==> src/hw/rtl/lzs_pkg.sv <==
// Shared types, codes and class tables of the LZ sequence symbolizer.
package lzs_pkg;

	localparam int REPEAT_SLOTS_DEF = 3;
	localparam int FIFO_DEPTH       = 2;
	localparam int LEN_CLASSES      = 29;

	localparam logic [1:0] OP_SEQ   = 2'd0;
	localparam logic [1:0] OP_LIT   = 2'd1;
	localparam logic [1:0] OP_START = 2'd2;

	localparam logic [1:0] KIND_COUNT = 2'd0;
	localparam logic [1:0] KIND_LEN   = 2'd1;
	localparam logic [1:0] KIND_DIST  = 2'd2;
	localparam logic [1:0] KIND_BYTE  = 2'd3;

	localparam logic [2:0] ERR_OK       = 3'd0;
	localparam logic [2:0] ERR_FIRST    = 3'd1;
	localparam logic [2:0] ERR_NO_MATCH = 3'd2;
	localparam logic [2:0] ERR_LENGTH   = 3'd3;
	localparam logic [2:0] ERR_DIST     = 3'd4;

	localparam logic [1:0] REG_WINDOW = 2'd0;
	localparam logic [1:0] REG_MIN    = 2'd1;
	localparam logic [1:0] REG_MAX    = 2'd2;

	localparam logic [20:0] WINDOW_RST = 21'd32768;
	localparam logic [8:0]  MIN_RST    = 9'd3;
	localparam logic [8:0]  MAX_RST    = 9'd258;
	localparam logic [20:0] DIST_LIMIT = 21'd1048576;

	localparam logic [8:0] LEN_BASE [LEN_CLASSES] = '{
		9'd3, 9'd4, 9'd5, 9'd6, 9'd7, 9'd8, 9'd9, 9'd10, 9'd11, 9'd13, 9'd15, 9'd17,
		9'd19, 9'd23, 9'd27, 9'd31, 9'd35, 9'd43, 9'd51, 9'd59, 9'd67, 9'd83, 9'd99,
		9'd115, 9'd131, 9'd163, 9'd195, 9'd227, 9'd258};
	localparam logic [8:0] LEN_LAST [LEN_CLASSES] = '{
		9'd3, 9'd4, 9'd5, 9'd6, 9'd7, 9'd8, 9'd9, 9'd10, 9'd12, 9'd14, 9'd16, 9'd18,
		9'd22, 9'd26, 9'd30, 9'd34, 9'd42, 9'd50, 9'd58, 9'd66, 9'd82, 9'd98, 9'd114,
		9'd130, 9'd162, 9'd194, 9'd226, 9'd257, 9'd258};
	localparam logic [2:0] LEN_BITS [LEN_CLASSES] = '{
		3'd0, 3'd0, 3'd0, 3'd0, 3'd0, 3'd0, 3'd0, 3'd0, 3'd1, 3'd1, 3'd1, 3'd1,
		3'd2, 3'd2, 3'd2, 3'd2, 3'd3, 3'd3, 3'd3, 3'd3, 3'd4, 3'd4, 3'd4, 3'd4,
		3'd5, 3'd5, 3'd5, 3'd5, 3'd0};

	typedef struct packed {
		logic [1:0]  kind;
		logic [8:0]  ctx;
		logic [7:0]  sym;
		logic [30:0] extra;
		logic [4:0]  cnt;
		logic [2:0]  err;
		logic        last;
	} token_t;

	typedef struct packed {
		logic [1:0]       ntok;
		token_t [2:0]     tok;
	} entry_t;

endpackage

==> src/hw/rtl/lz_sequence_symbolizer_core.sv <==
// Top level of the LZ sequence symbolizer: front end, token queue, back end.
// One item is accepted per cycle while the two-entry token queue has room. A
// literal byte or an error gives one token, a first sequence one token, a later
// sequence three (length, distance, literal count), and start or unused opcodes
// none; tokens leave one per cycle while m_tready is high, so a run of sequences
// is held back by the single result channel. Classification and all stream
// state updates happen in the cycle of the input transfer; a token reaches the
// result channel from the registered token queue. Configuration writes are
// always taken (cfg_ready is high) and apply to items accepted afterwards.
module lz_sequence_symbolizer_core #(
	parameter int REPEAT_SLOTS = lzs_pkg::REPEAT_SLOTS_DEF
) (
	input  logic        clk,
	input  logic        arst_n,
	input  logic        s_tvalid,
	output logic        s_tready,
	input  logic [71:0] s_tdata,   // length, distance, literal_count, literal_value
	input  logic [1:0]  s_tuser,   // opcode
	output logic        m_tvalid,
	input  logic        m_tready,
	output logic [55:0] m_tdata,   // context_res, symbol, extra bits, extra_count, error_code
	output logic [1:0]  m_tuser,   // token_kind
	output logic        m_tlast,   // last
	input  logic        cfg_valid,
	output logic        cfg_ready,
	input  logic [1:0]  cfg_index,
	input  logic [20:0] cfg_data
);

	logic            push, pop, full, empty, in_fire;
	lzs_pkg::entry_t wr_entry, head;
	lzs_pkg::token_t tok;

	assign s_tready = !full;
	assign cfg_ready = 1'b1;
	assign in_fire = s_tvalid && s_tready;

	lzs_front #(.REPEAT_SLOTS(REPEAT_SLOTS)) u_front (
		.clk, .arst_n,
		.cfg_valid, .cfg_index, .cfg_data,
		.in_fire,
		.opcode(s_tuser),
		.mlen(s_tdata[8:0]),
		.mdist(s_tdata[29:9]),
		.lcount(s_tdata[61:30]),
		.lbyte(s_tdata[69:62]),
		.push, .entry(wr_entry)
	);

	lzs_token_fifo u_fifo (
		.clk, .arst_n, .push, .wr_entry, .pop, .rd_entry(head), .full, .empty
	);

	lzs_back u_back (
		.clk, .arst_n, .head, .empty, .pop,
		.tvalid(m_tvalid), .tready(m_tready), .tok
	);

	assign m_tdata = {tok.err, tok.cnt, tok.extra, tok.sym, tok.ctx};
	assign m_tuser = tok.kind;
	assign m_tlast = tok.last;

endmodule

==> src/hw/rtl/lzs_front.sv <==
// Front end: accepts items, checks and classifies them, keeps stream state.
module lzs_front #(
	parameter int REPEAT_SLOTS = lzs_pkg::REPEAT_SLOTS_DEF
) (
	input  logic                clk,
	input  logic                arst_n,
	input  logic                cfg_valid,
	input  logic [1:0]          cfg_index,
	input  logic [20:0]         cfg_data,
	input  logic                in_fire,
	input  logic [1:0]          opcode,
	input  logic [8:0]          mlen,
	input  logic [20:0]         mdist,
	input  logic [31:0]         lcount,
	input  logic [7:0]          lbyte,
	output logic                push,
	output lzs_pkg::entry_t     entry
);

	localparam int SLOT_W = (REPEAT_SLOTS > 1) ? $clog2(REPEAT_SLOTS) : 1;

	logic [20:0] window_q;
	logic [8:0]  min_q, max_q;
	logic [20:0] rep_q [REPEAT_SLOTS];
	logic [5:0]  count_ctx_q;
	logic [4:0]  len_ctx_q;
	logic [5:0]  dist_ctx_q;
	logic [8:0]  byte_ctx_q;
	logic        first_q;

	function automatic logic [4:0] msb32(input logic [31:0] v);
		logic [4:0] r;
		r = 5'd0;
		for (int i = 0; i < 32; i++)
			if (v[i]) r = 5'(i);
		return r;
	endfunction

	// length class
	logic [lzs_pkg::LEN_CLASSES-1:0] lhit, lbelow;
	logic        lfound;
	logic [4:0]  lsym;
	logic [8:0]  lbase;
	logic [2:0]  lbits;
	always_comb begin
		lbase = '0;
		lbits = '0;
		for (int j = 0; j < lzs_pkg::LEN_CLASSES; j++) begin
			lhit[j] = (mlen >= lzs_pkg::LEN_BASE[j]) && (mlen <= lzs_pkg::LEN_LAST[j]);
			lbelow[j] = (mlen > lzs_pkg::LEN_LAST[j]) && (lzs_pkg::LEN_LAST[j] >= min_q);
			if (lhit[j]) begin
				lbase = lbase | lzs_pkg::LEN_BASE[j];
				lbits = lbits | lzs_pkg::LEN_BITS[j];
			end
		end
		lfound = (mlen >= min_q) && (mlen <= max_q) && (|lhit);
		lsym = 5'($countones(lbelow));
	end

	// distance: repeat lanes, then class from the top bits of distance - 1
	logic                rhit;
	logic [SLOT_W-1:0]   rslot, kslot;
	logic [20:0]         dx;
	logic [4:0]          dt, db;
	logic [5:0]          didx;
	logic [20:0]         dextra;
	logic [4:0]          dbits;
	logic [7:0]          dsym;
	logic                dbad;
	always_comb begin
		rhit = 1'b0;
		rslot = '0;
		for (int i = REPEAT_SLOTS - 1; i >= 0; i--)
			if (rep_q[i] == mdist) begin
				rhit = 1'b1;
				rslot = SLOT_W'(i);
			end
		kslot = rhit ? rslot : SLOT_W'(REPEAT_SLOTS - 1);
		dbad = (mdist == 21'd0) || (mdist > window_q) || (mdist > lzs_pkg::DIST_LIMIT);
		dx = mdist - 21'd1;
		dt = msb32({11'd0, dx});
		db = dt - 5'd1;
		if (mdist <= 21'd4) begin
			didx = 6'(dx);
			dextra = '0;
			dbits = '0;
		end else begin
			didx = {dt, 1'b0} + {5'd0, dx[db]};
			dextra = dx & ((21'd1 << db) - 21'd1);
			dbits = db;
		end
		if (rhit) begin
			dsym = 8'(rslot);
			dextra = '0;
			dbits = '0;
		end else begin
			dsym = 8'(REPEAT_SLOTS) + {2'd0, didx};
		end
	end

	// literal count class
	logic [4:0]  ctop;
	logic [5:0]  csym;
	logic [30:0] cextra;
	logic [4:0]  cbits;
	always_comb begin
		ctop = msb32(lcount);
		if (lcount < 32'd2) begin
			csym = 6'(lcount);
			cextra = '0;
			cbits = '0;
		end else begin
			csym = {1'b0, ctop} + 6'd1;
			cextra = 31'(lcount ^ (32'd1 << ctop));
			cbits = ctop;
		end
	end

	logic [2:0] err;
	always_comb begin
		priority if (first_q && (mlen != 9'd0 || mdist != 21'd0)) err = lzs_pkg::ERR_FIRST;
		else if (first_q) err = lzs_pkg::ERR_OK;
		else if (mlen == 9'd0) err = lzs_pkg::ERR_NO_MATCH;
		else if (!lfound) err = lzs_pkg::ERR_LENGTH;
		else if (dbad) err = lzs_pkg::ERR_DIST;
		else err = lzs_pkg::ERR_OK;
	end

	lzs_pkg::token_t tcount;
	always_comb begin
		tcount = '{kind: lzs_pkg::KIND_COUNT, ctx: {3'd0, count_ctx_q}, sym: {2'd0, csym},
			extra: cextra, cnt: cbits, err: lzs_pkg::ERR_OK, last: 1'b1};
		entry = '0;
		push = 1'b0;
		unique case (opcode)
			lzs_pkg::OP_LIT: begin
				push = in_fire;
				entry.ntok = 2'd1;
				entry.tok[0] = '{kind: lzs_pkg::KIND_BYTE, ctx: byte_ctx_q, sym: lbyte,
					extra: '0, cnt: '0, err: lzs_pkg::ERR_OK, last: 1'b1};
			end
			lzs_pkg::OP_SEQ: begin
				push = in_fire;
				if (err != lzs_pkg::ERR_OK) begin
					entry.ntok = 2'd1;
					entry.tok[0] = '{kind: lzs_pkg::KIND_COUNT, ctx: '0, sym: '0, extra: '0,
						cnt: '0, err: err, last: 1'b1};
				end else if (first_q) begin
					entry.ntok = 2'd1;
					entry.tok[0] = tcount;
				end else begin
					entry.ntok = 2'd3;
					entry.tok[0] = '{kind: lzs_pkg::KIND_LEN, ctx: {4'd0, len_ctx_q},
						sym: {3'd0, lsym}, extra: 31'(mlen - lbase), cnt: {2'd0, lbits},
						err: lzs_pkg::ERR_OK, last: 1'b0};
					entry.tok[1] = '{kind: lzs_pkg::KIND_DIST, ctx: {3'd0, dist_ctx_q},
						sym: dsym, extra: 31'(dextra), cnt: dbits,
						err: lzs_pkg::ERR_OK, last: 1'b0};
					entry.tok[2] = tcount;
				end
			end
			default: ;
		endcase
	end

	always_ff @(posedge clk or negedge arst_n) begin
		if (!arst_n) begin
			window_q <= lzs_pkg::WINDOW_RST;
			min_q <= lzs_pkg::MIN_RST;
			max_q <= lzs_pkg::MAX_RST;
			for (int i = 0; i < REPEAT_SLOTS; i++) rep_q[i] <= '0;
			count_ctx_q <= '0;
			len_ctx_q <= '0;
			dist_ctx_q <= '0;
			byte_ctx_q <= '0;
			first_q <= 1'b1;
		end else begin
			if (cfg_valid) begin
				unique case (cfg_index)
					lzs_pkg::REG_WINDOW: window_q <= cfg_data;
					lzs_pkg::REG_MIN: min_q <= cfg_data[8:0];
					lzs_pkg::REG_MAX: max_q <= cfg_data[8:0];
					default: ;
				endcase
			end
			if (in_fire) begin
				unique case (opcode)
					lzs_pkg::OP_START: begin
						for (int i = 0; i < REPEAT_SLOTS; i++) rep_q[i] <= '0;
						count_ctx_q <= '0;
						len_ctx_q <= '0;
						dist_ctx_q <= '0;
						byte_ctx_q <= '0;
						first_q <= 1'b1;
					end
					lzs_pkg::OP_LIT: byte_ctx_q <= {1'b0, lbyte} + 9'd1;
					lzs_pkg::OP_SEQ: begin
						if (err == lzs_pkg::ERR_OK) begin
							count_ctx_q <= csym + 6'd1;
							first_q <= 1'b0;
							if (!first_q) begin
								len_ctx_q <= lsym + 5'd1;
								dist_ctx_q <= 6'(dsym) + 6'd1;
								rep_q[0] <= mdist;
								for (int i = 1; i < REPEAT_SLOTS; i++)
									if (SLOT_W'(i) <= kslot) rep_q[i] <= rep_q[i-1];
							end
						end
					end
					default: ;
				endcase
			end
		end
	end

endmodule

==> src/hw/rtl/lzs_token_fifo.sv <==
// Short queue of classified items between front and back end.
module lzs_token_fifo (
	input  logic                clk,
	input  logic                arst_n,
	input  logic                push,
	input  lzs_pkg::entry_t     wr_entry,
	input  logic                pop,
	output lzs_pkg::entry_t     rd_entry,
	output logic                full,
	output logic                empty
);

	localparam int PW = (lzs_pkg::FIFO_DEPTH > 1) ? $clog2(lzs_pkg::FIFO_DEPTH) : 1;
	localparam int CW = $clog2(lzs_pkg::FIFO_DEPTH + 1);

	lzs_pkg::entry_t mem_q [lzs_pkg::FIFO_DEPTH];
	logic [PW-1:0] wr_q, rd_q;
	logic [CW-1:0] count_q;

	assign full = (count_q == CW'(lzs_pkg::FIFO_DEPTH));
	assign empty = (count_q == '0);
	assign rd_entry = mem_q[rd_q];

	function automatic logic [PW-1:0] nxt(input logic [PW-1:0] p);
		return (p == PW'(lzs_pkg::FIFO_DEPTH - 1)) ? '0 : p + PW'(1);
	endfunction

	always_ff @(posedge clk) begin
		if (push) mem_q[wr_q] <= wr_entry;
	end

	always_ff @(posedge clk or negedge arst_n) begin
		if (!arst_n) begin
			wr_q <= '0;
			rd_q <= '0;
			count_q <= '0;
		end else begin
			if (push) wr_q <= nxt(wr_q);
			if (pop) rd_q <= nxt(rd_q);
			count_q <= count_q + CW'(push) - CW'(pop);
		end
	end

`ifndef SYNTHESIS
	a_no_overflow: assert property (@(posedge clk) disable iff (!arst_n)
		!(push && full && !pop)) else $error("fifo overflow");
	a_no_underflow: assert property (@(posedge clk) disable iff (!arst_n)
		!(pop && empty)) else $error("fifo underflow");
	a_count_range: assert property (@(posedge clk) disable iff (!arst_n)
		count_q <= CW'(lzs_pkg::FIFO_DEPTH)) else $error("fifo count out of range");
`endif

endmodule

==> src/hw/rtl/lzs_back.sv <==
// Back end: steps through the tokens of the queue head, one per transfer.
module lzs_back (
	input  logic                clk,
	input  logic                arst_n,
	input  lzs_pkg::entry_t     head,
	input  logic                empty,
	output logic                pop,
	output logic                tvalid,
	input  logic                tready,
	output lzs_pkg::token_t     tok
);

	logic [1:0] idx_q;
	logic       done;

	assign tvalid = !empty;
	assign tok = head.tok[idx_q];
	assign done = (idx_q + 2'd1 == head.ntok);
	assign pop = tvalid && tready && done;

	always_ff @(posedge clk or negedge arst_n) begin
		if (!arst_n) begin
			idx_q <= '0;
		end else if (tvalid && tready) begin
			idx_q <= done ? 2'd0 : idx_q + 2'd1;
		end
	end

endmodule

==> config.mk <==
export PLATFORM = sky130hd
export DESIGN_NAME = lz_sequence_symbolizer_core
export DESIGN_NICKNAME = d
export VERILOG_FILES = /design/src/hw/rtl/lzs_pkg.sv /design/src/hw/rtl/lz_sequence_symbolizer_core.sv /design/src/hw/rtl/lzs_front.sv /design/src/hw/rtl/lzs_token_fifo.sv /design/src/hw/rtl/lzs_back.sv
export SDC_FILE = /design/constraint.sdc
export NUM_CORES = 1
export LEC_CHECK = 0
export ABC_AREA = 1
export BUFFER_PORTS_ARGS = -buffer_cell sky130_fd_sc_hd__buf_4
export CAP_MARGIN = 20
export CORE_ASPECT_RATIO = 0.7
export CORE_MARGIN = 4
export CORE_UTILIZATION = 30
export CTS_BUF_LIST = sky130_fd_sc_hd__clkbuf_8
export DETAILED_ROUTE_END_ITERATION = 10
export PLACE_DENSITY = 0.53
export SLEW_MARGIN = 10
export SYNTH_ARGS = -nofsm -noshare
export SYNTH_HDL_FRONTEND = slang
export SYNTH_HIERARCHICAL = 1
export SYNTH_SLANG_ARGS = --single-unit
==> constraint.sdc <==
create_clock -name clk -period 17.9 [get_ports clk]
set_input_delay 1.79 -clock clk [delete_from_list [all_inputs] [get_ports clk]]
set_output_delay 1.79 -clock clk [all_outputs]
set_load 0.05 [all_outputs]
# Yosys cells after proc, flatten, opt, wreduce, memory -nomap -nowiden
# Memories as Yosys holds them, arrays and structs flattened.
# Index checks and enable logic that the tools add are counted.
[word_totals]
word_cells = 510
mem_count = 1
in_bits = 102
reg_bits = 135
ramBits = 358
out_inout_bits = 62
[classes]
add_sub_neg = 44
n_eq_ne = 18
n_lt_le_gt_ge = 126
mux = 214
reduce_logical = 88
n_shift = 2
n_bitwise = 2
[mem_list]
columns = ["name", "depth", "word_bits", "read_ports", "rd_ports_with_merged_regs", "wr", "line_no", "rtl"]
rows = [
  ["u_fifo.mem_q", 2, 179, 1, 0, 1, "lzs_token_fifo.sv:16", "lzs_pkg::entry_t mem_q [lzs_pkg::FIFO_DEPTH];"],
]
[op_table]
columns = ["op", "n"]
rows = [
  ["$mux 118", 5],
  ["$mux 63", 8],
  ["$mux 59", 5],
  ["$mux 21", 14],
  ["$mux 5", 50],
  ["$pmux 63 s2", 1],
  ["$bmux 59 s2", 1],
  ["$pmux 59 s2", 1],
  ["$mux 113", 1],
  ["$mux 6", 18],
  ["$mux 3", 31],
  ["$add 5x5->5", 13],
  ["$logic_and 1x1->1", 64],
  ["$eq 21x21->1", 3],
  ["$mux 58", 1],
  ["$mux 4", 14],
  ["$ge 9x4->1 const B", 6],
  ["$mux 9", 6],
  ["$ge 4x9->1 const A", 5],
  ["$ge 5x9->1 const A", 5],
  ["$ge 9x5->1 const B", 5],
  ["$gt 9x4->1 const B", 5],
  ["$gt 9x5->1 const B", 5],
  ["$le 9x4->1 const B", 5],
  ["other kinds (87)", 222],
]

# Logic depth before layout (Yosys ltp)
# Gate-level depths: netlist of run 1.
[logic_depth]
word_depth = 40
mapped_depth = 46
mapped_depth_nobuf = 44

# Modules after synthesis
# Netlist of run 1, hierarchy kept.
[modules_own_cells]
columns = ["module", "seq_area_each_um2", "cells_per_inst", "n_inst", "area_each_um2"]
rows = [
  ["lzs_token_fifo", 10850.4, 960, 1, 14057.2],
  ["lzs_front", 3235.6, 2074, 1, 13845.8],
  ["lzs_back", 50.0, 297, 1, 1810.5],
  ["lz_sequence_symbolizer_core", 0.0, 5, 1, 25.0],
]

# Worst setup path before layout of run 1
# No wires, ideal clock.
[synth_path]
path_type = "input to register"
start = "in s_tvalid"
end = "mem u_fifo/mem_q[0][0] in the netlist's numbering, enable pin"
setup_ns = 0.720
setup_slack_ns = 7.436
stages = 6
required_time_ns = 17.180
arrival_time_ns = 9.744
n_path_buf = 0
cell_sequence = "inv_1 > nor2_2 > inv_1 > nor2_1 > inv_1 > nor2_1"
[synth_via]
elab_chain_cells = 4
[synth_rtl]
columns = ["element", "line_no", "rtl"]
rows = [
  ["start: declaration", "lz_sequence_symbolizer_core.sv:15", "input logic s_tvalid,"],
  ["$logic_and 1x1->1", "lz_sequence_symbolizer_core.sv:36", "assign in_fire = s_tvalid && s_tready;"],
  ["named net in_fire", "lz_sequence_symbolizer_core.sv:30", "logic push, pop, full, empty, in_fire;"],
  ["$mux 1", "lzs_front.sv:135", "unique case (opcode)"],
  ["named net push", "lz_sequence_symbolizer_core.sv:30", ""],
  ["$mux 1", "lzs_token_fifo.sv:29", "if (push) mem_q[wr_q] <= wr_entry;"],
  ["$mux 1 (implied by the code)", "lzs_token_fifo.sv:29", ""],
  ["end: declaration", "lzs_token_fifo.sv:16", ""],
]
# The timed path passes the listed nets, and every way through them passes these cells.

==> results of run 1 <==
==> worst max-delay path, stage by stage <==
cell and delay (ps):
buf_4 170, nor2_2 200, inv_2 90, nor2_4 220
inv_2 120, nor2_1 270, inv_1 130, o21ai_0 240
a2111oi_0 130, fa_1 530, inv_1 60, fa_1 530
fa_1 520, fa_1 520, fa_1 510, fa_1 520
fa_1 470, fa_1 410, o21ai_0 220, xor2_1 360
o21ai_0 150, o22ai_1 380
==> worst max path at each step <==
| stage | endpoint | depth (start not counted) | from |
|---|---|---|---|
| 2_1_floorplan | u_fifo/mem_q[0][0] | 6 | s_tvalid |
| 3_3_place_gp | u_fifo/mem_q[0][44] | 22 | s_tdata[6] |
| 3_5_place_dp | u_fifo/mem_q[0][44] | 22 | s_tdata[6] |
| 4_1_cts | u_fifo/mem_q[1][44] | 22 | s_tdata[6] |
| 5_1_grt | u_fifo/mem_q[0][44] | 22 | s_tdata[6] |
| 6_report | u_fifo/mem_q[0][44] | 22 | s_tdata[6] |
==> layout make-up <==
cell class              instances  area share [%]
flip-flops and latches        493           42.50
well taps                    1323           4.973
diodes                          3         0.02255
multi-input cells            2139           37.17
clock buffers                  86           3.556
clock inverters                58           1.128
repair buffers                185           4.281
inverters                     558           6.371
==> state kept, by name, summed over array words and instances (netlist names), 5 cells and up <==
| signal | flops |
|---|---|
| u_front/rep_q | 63 |
| u_front/dist_ctx_q | 6 |
| u_front/byte_ctx_q | 9 |
| u_front/min_q | 9 |
| u_front/len_ctx_q | 5 |
| u_front/window_q | 21 |
| u_fifo/mem_q | 358 |
| u_front/count_ctx_q | 6 |
| u_front/max_q | 9 |
==> power breakdown <==
group	switching [uW]	internal [uW]	total (uW)
clock network	479	494	973
registers	86.2	1380	1460
logic	1640	728	2370
total	2210	2600	4810
==> per-stage QoR <==
step	util, %	setup WS, ps	instance area (um^2)	hold slack, ps
floorplan	-	7436	29840	446.4
global placement	32.28	9179	31680	468.1
detailed placement	32.28	9199	31680	469.6
CTS	33.87	10010	33240	484.8
global route	33.92	9507	33290	510.7
finish	33.92	9854	33290	482.8
==> logic make-up (layout without fill, tap and decap cells) <==
family	count (synthesis)	in the layout	share of synthesized area (%)
compound gates	603	603	14.40
xor+xnor	97	97	3.071
fa+ha+maj	98	98	4.679
buf+inv	732	887	11.24
flops	493	493	47.53
other cells	2	33	0.02525
simple gates	1311	1311	19.06
==> synth_stat cells (all sizes together) (3+ instances only) <==
| master | number |
|---|---|
| fa | 22 |
| nand4 | 29 |
| ha | 76 |
| inv | 553 |
| xnor2 | 19 |
| buf | 135 |
| o21ai | 293 |
| a31oi | 8 |
| a211oi | 11 |
| nand3 | 186 |
| o2111ai | 3 |
| o211ai | 15 |
| nor3 | 45 |
| a2111oi | 3 |
| edfxtp | 358 |
| nor2 | 427 |
| dfstp | 6 |
| o32ai | 18 |
| or2 | 4 |
| a41oi | 3 |
| o21bai | 5 |
| dfrtp | 129 |
| a21oi | 99 |
| nand2 | 599 |
| xor2 | 78 |
| o31ai | 80 |
| clkinv | 4 |
| nor4 | 16 |
| o22ai | 44 |
| clkbuf | 39 |
| a21o | 3 |
==> layer usage <==
layer	vias to the layer above	global-route usage [%]	wire (um)
li1	11279	-	-
met1	10995	25.64	43500
met2	761	23.02	35620
met3	95	4.646	7465
met4	0	3.502	1415
met5	-	0	0
==> cells in the final DEF (no fill, tap or decap), drive strengths merged, types with 4 or more instances in the layout <==
cell,count
nor3,45
nand2,599
a211oi,11
o21ai,293
o31ai,80
a21oi,99
o211ai,15
buf,183
a31oi,8
edfxtp,358
inv,588
dfrtp,129
fa,22
ha,76
clkinv,23
dfstp,6
conb,30
o32ai,18
nor4,16
nand3,186
nor2,427
nand4,29
bufinv,4
or2,4
o21bai,5
xor2,78
clkbuf,88
xnor2,19
o22ai,44
==> results.md, run 1 <==
* Outcome: complete, no violations
* Clock root buffer: clkbuf_8
* Global-route wire length before repair at 133,700 um
* Hold Startpoint: u_front/len_ctx_q[0]
* Routability cong. at 0.9198
* Ys flop type: edfxtp_1
* Leakage power at 0.01441 uW
* Seq/Total Area, Yosys at 47.53%
* Startpoint types: input pin
* Post-layout minimum cycle time at 8046 ps
* Worst reg2reg startpoint: u_front/min_q[5]
* Ys async rst share at 27.38%
* Reg2reg end: u_fifo/mem_q[0][44]
* Die H at 271.4 um
* Syn Inst Count at 3,336
* Final TNS setup at 0 ps
* CP Data Arrival Time at 8530 ps
* Initial antenna violation count at 5
* Area of the die at 104,300 um^2
* Io pins at 164
* Reg2Reg Depth at 20
* Final critical-path share of the clock period at 44.95%
* Area Growth Syn to Fin at 11.93%
* H-tree depth at 3
* Unrepaired setup endpoints after global routing: no
* Layout cells sized above 1 at 16.17%
* Die width at 384.3 um
* Storage element area at 14,140 um^2
* Final setup fails at 0
* Leading area contributor after synthesis: edfxtp_1
* Dpl cells at 4,695
* IR drop worst, VDD at 0.0001492 V
* Starting Density at 30.30%
* Total power at 4805 uW
* Post-CTS setup buffer count at 0
* Setup Crit Path Kind: input pin to flop
* HP Class: flop to flop
* Sink Count at 493
* Final hold vios at 0
* Tightest Pin Transition at 1076 ps
* # fillers at 10,323
* Core area at 98,130 um^2
* Synth Warn # at 6
* Cell variety after synth at 77
* GR Util All Layers at 16.68%
* Grt total ovfl at 0
* Gates resized, CTS repair at 0
* CTS tree: built
* Footprint of the multi-input gates at 12,370 um^2
* Clk Latency, worst-skew pair at 750 ps
* Drt first pass iters at 5
* Pwr/cell area at 144.4 nW/um^2
* Critical Path Sink Type: flop
* Largest net degree at the start of global routing at 146
* Vias in the first global route at 21,469
* Clk buf depth at 3
* Pins Over Slew Limit at 0
* EDFF count, synth at 358
* Top area cells in the synthesized netlist: edfxtp_1 (36%), dfrtp_1 (11%), nand2_1 (7.4%), inv_1 (6.7%), nor2_1 (5.1%)
* Worst EP required at 18,390 ps
* Fmax at 124.3 MHz
* Flops & latches, synth at 493
* Clk_skew at 38.15 ps
* Vias/cell at 4.774
* TritonCTS Buffers at 81
* Post-Layout Cell Count at 4,845
* Vias post-DR at 23,130
* Worst Hold Path Cells at 2
* Top cell type's share of synthesized area at 36.15%
* Mapped cell area at 29,740 um^2
* Hold-fix buffers, CTS at 0
* DR WL/cell at 18.16 um
* Slew HR at 27.50%
* Critical path peak fanout at 8
* Nets at 3,658
* Initial DRC count at 2,142
* Post-Route WL at 88,000 um
* Max cap viols at 0
* R2R Setup Slk at 10,230 ps
* WHS Endpoint: u_front/len_ctx_q[0]
* Syn avg cell area at 8.914 um^2
* Post-route ant nets at 0
* I/O Buffers at 160
* Clock slew at reported path FFs at 60 ps
* Row Count at 96
* DRC errors left at 0
* Final HPWL DP at 62,830 um
No activity file was read; power rests on OpenSTA's default activity.
==> run 2, diff against run 1 <==
Clock period 17.9 ns to 7.55 ns, I/O delays scaled along.
==> results.md, run 2 (same netlist as run 1, synthesis figures left out) <==
* Global-route wire length before repair at 135,100 um (+1.1%)
* Outcome: complete, no violations
* Drt first pass iters at 7 (+2)
* Fmax at 141.9 MHz
* Final setup fails at 0 (unchanged)
* Final hold vios at 0 (unchanged)
* Initial DRC count at 2,113 (-1.4%)
* Row Count at 96 (unchanged)
* Tightest Pin Transition at 1292 ps (+216.0 ps)
* Layout cells sized above 1 at 16.10% (-0.070 points)
* Most frequent CP cell: fa_1
* CP Data Arrival Time at 7500 ps (-1030 ps)
* Dpl ws at 352.5 ps (-8847 ps)
* R2R Setup Slk at 500 ps (-9730 ps)
* Hold-fix buffers, CTS at 0 (unchanged)
* Die H at 271.4 um (unchanged)
* Post-Route WL at 89,120 um (+1.3%)
* Register with the most flip-flops: u_fifo/mem_q
* Initial antenna violation count at 0 (-5)
* CP Cell Sequence: inv_1 > nand2_1 > nor2_1 > buf_4 > inv_1 > nor2_1 > inv_1 > a2111oi_0 > fa_1 > inv_1 > fa_1 > fa_1 > fa_1 > fa_1 > fa_1 > fa_1 > fa_1 > o21ai_0 > xor2_1 > o21ai_0 > o22ai_1
* Unrepaired setup endpoints after global routing: no
* Clk Latency, worst-skew pair at 680 ps (-70 ps)
* Area of the die at 104,300 um^2 (unchanged)
* I/O Buffers at 160 (unchanged)
* Clock slew at reported path FFs at 70 ps (about the same)
* Core area at 98,130 um^2 (unchanged)
* Utilization after layout at 33.89% (about the same)
* Critical path peak fanout at 8 (unchanged)
* Final TNS setup at 0 ps (unchanged)
* Grt total ovfl at 0 (unchanged)
* Pins Over Slew Limit at 0 (unchanged)
* TritonCTS Buffers at 82 (+1.2%)
* Setup Crit Path Kind: flop to flop
* Worst EP required at 8010 ps (-10,380 ps)
* Vias/cell at 4.765 (-0.19%)
* Max cap viols at 0 (unchanged)
* Io pins at 164 (unchanged)
* H-tree depth at 3 (unchanged)
* Final WS setup at 504.2 ps (-9350 ps)
* Routability cong. at 0.8859 (-3.7%)
* CTS tree: built
* Final HPWL DP at 64,170 um (+2.1%)
* Clock root buffer: clkbuf_8
* Startpoint types: flop
* Leakage power at 0.01443 uW (+0.16%)
* Area Growth Syn to Fin at 11.84% (about the same)
* # diodes at 0 (-3)
* Post-layout minimum cycle time at 7046 ps
* Gates resized, CTS repair at 0 (unchanged)
* Sink Count at 493 (unchanged)
* IR drop worst, VDD at 0.0004796 V (+220%)
* Worst hold slack at 117.4 ps (-365.4 ps)
* Starting Density at 30.30% (unchanged)
* Worst path max stage delay at 560 ps (+30 ps)
* Most common cell after layout, fill and taps aside: nand2_1
* Die width at 384.3 um (unchanged)
* Pwr/cell area at 339.6 nW/um^2 (+140%)
* Biggest regs: u_fifo/mem_q x358, u_front/rep_q x63, u_front/window_q x21
* HP Class: input pin to async pin
* Most frequent cells in the layout: nand2_1 (586), inv_1 (568), nor2_1 (405)
* Vias in the first global route at 21,628 (+0.74%)
* Slew HR at 13.12% (-14 points)
* Vias post-DR at 23,114 (-0.069%)
* Post-route ant nets at 0 (unchanged)
* Max FFs per register at 358 (unchanged)
* DRC errors left at 0 (unchanged)
* Critical Path Sink Type: flop
* DR WL/cell at 18.37 um (+1.1%)
* Clk_skew at 51.55 ps (+13.39 ps)
* Clk buf depth at 3 (unchanged)
* Final critical-path share of the clock period at 93.32%
* Largest net degree at the start of global routing at 177 (+21%)
* Post-CTS setup buffer count at 0 (unchanged)
* Nets at 3,662 (+0.11%)
* GR Util All Layers at 16.83% (+0.14 points)
* Slowest cell on the critical path: a2111oi_0
run 2: path summary, 6_finish.rpt:
kind,from,cells past startpoint,end
setup / recovery,u_front/min_q[5],21,u_fifo/mem_q[0][44]
hold reg to reg,u_front/window_q[8],2,u_front/window_q[8]
setup reg to reg,u_front/min_q[5],21,u_fifo/mem_q[0][44]
hold / removal,arst_n,1,u_front/min_q[8]
min in group clk,s_tdata[62],2,u_front/byte_ctx_q[0]
max in group asynchronous,arst_n,2,u_front/window_q[9]
run 2: per-layer routing:
layer	track usage, %	up-vias	share of wire, %
met4	3.154	0	1.4
li1	-	11281	-
met3	3.334	94	7.1
met1	26.40	11013	51
met2	23.77	726	41
met5	0	-	0
run 2: layout make-up:
| class | instances | area [um^2] |
|---|---|---|
| Fill cell | 10294 | 64870 |
| Sequential cell | 493 | 14140 |
| Multi-Input combinational cell | 2139 | 12370 |
| Inverter | 558 | 2121 |
| Tap cell | 1323 | 1655 |
| Timing Repair Buffer | 188 | 1453 |
| Clock buffer | 89 | 1225 |
| Clock inverter | 61 | 287.8 |
run 2: where the power goes:
part	total (uW)	leakage, uW	switching (uW)	internal [uW]
logic	5610	0.00829	3870	1740
registers	3450	0.00522	186	3260
clock network	2230	0.000923	1110	1120
total	11300	0.0144	5170	6120
run 2: metrics by stage:
stage | area, um^2 | std cells | total power [uW]
floorplan | 29850 | 3364 | 7786
global placement | 31750 | 4701 | 9150
detailed placement | 31750 | 4701 | 9181
CTS | 33260 | 4851 | 11440
global route | 33260 | 4851 | 12120
finish | 33260 | 4851 | 11300
run 2: critical path, delay by kind of cell, from the launching register on:
family | cells | cell delay [ps]
xor+xnor | 1 | 240
simple gates | 3 | 420
fa+ha+maj | 8 | 3910
flops | 1 | 470
compound gates | 4 | 1110
buf+inv | 5 | 670
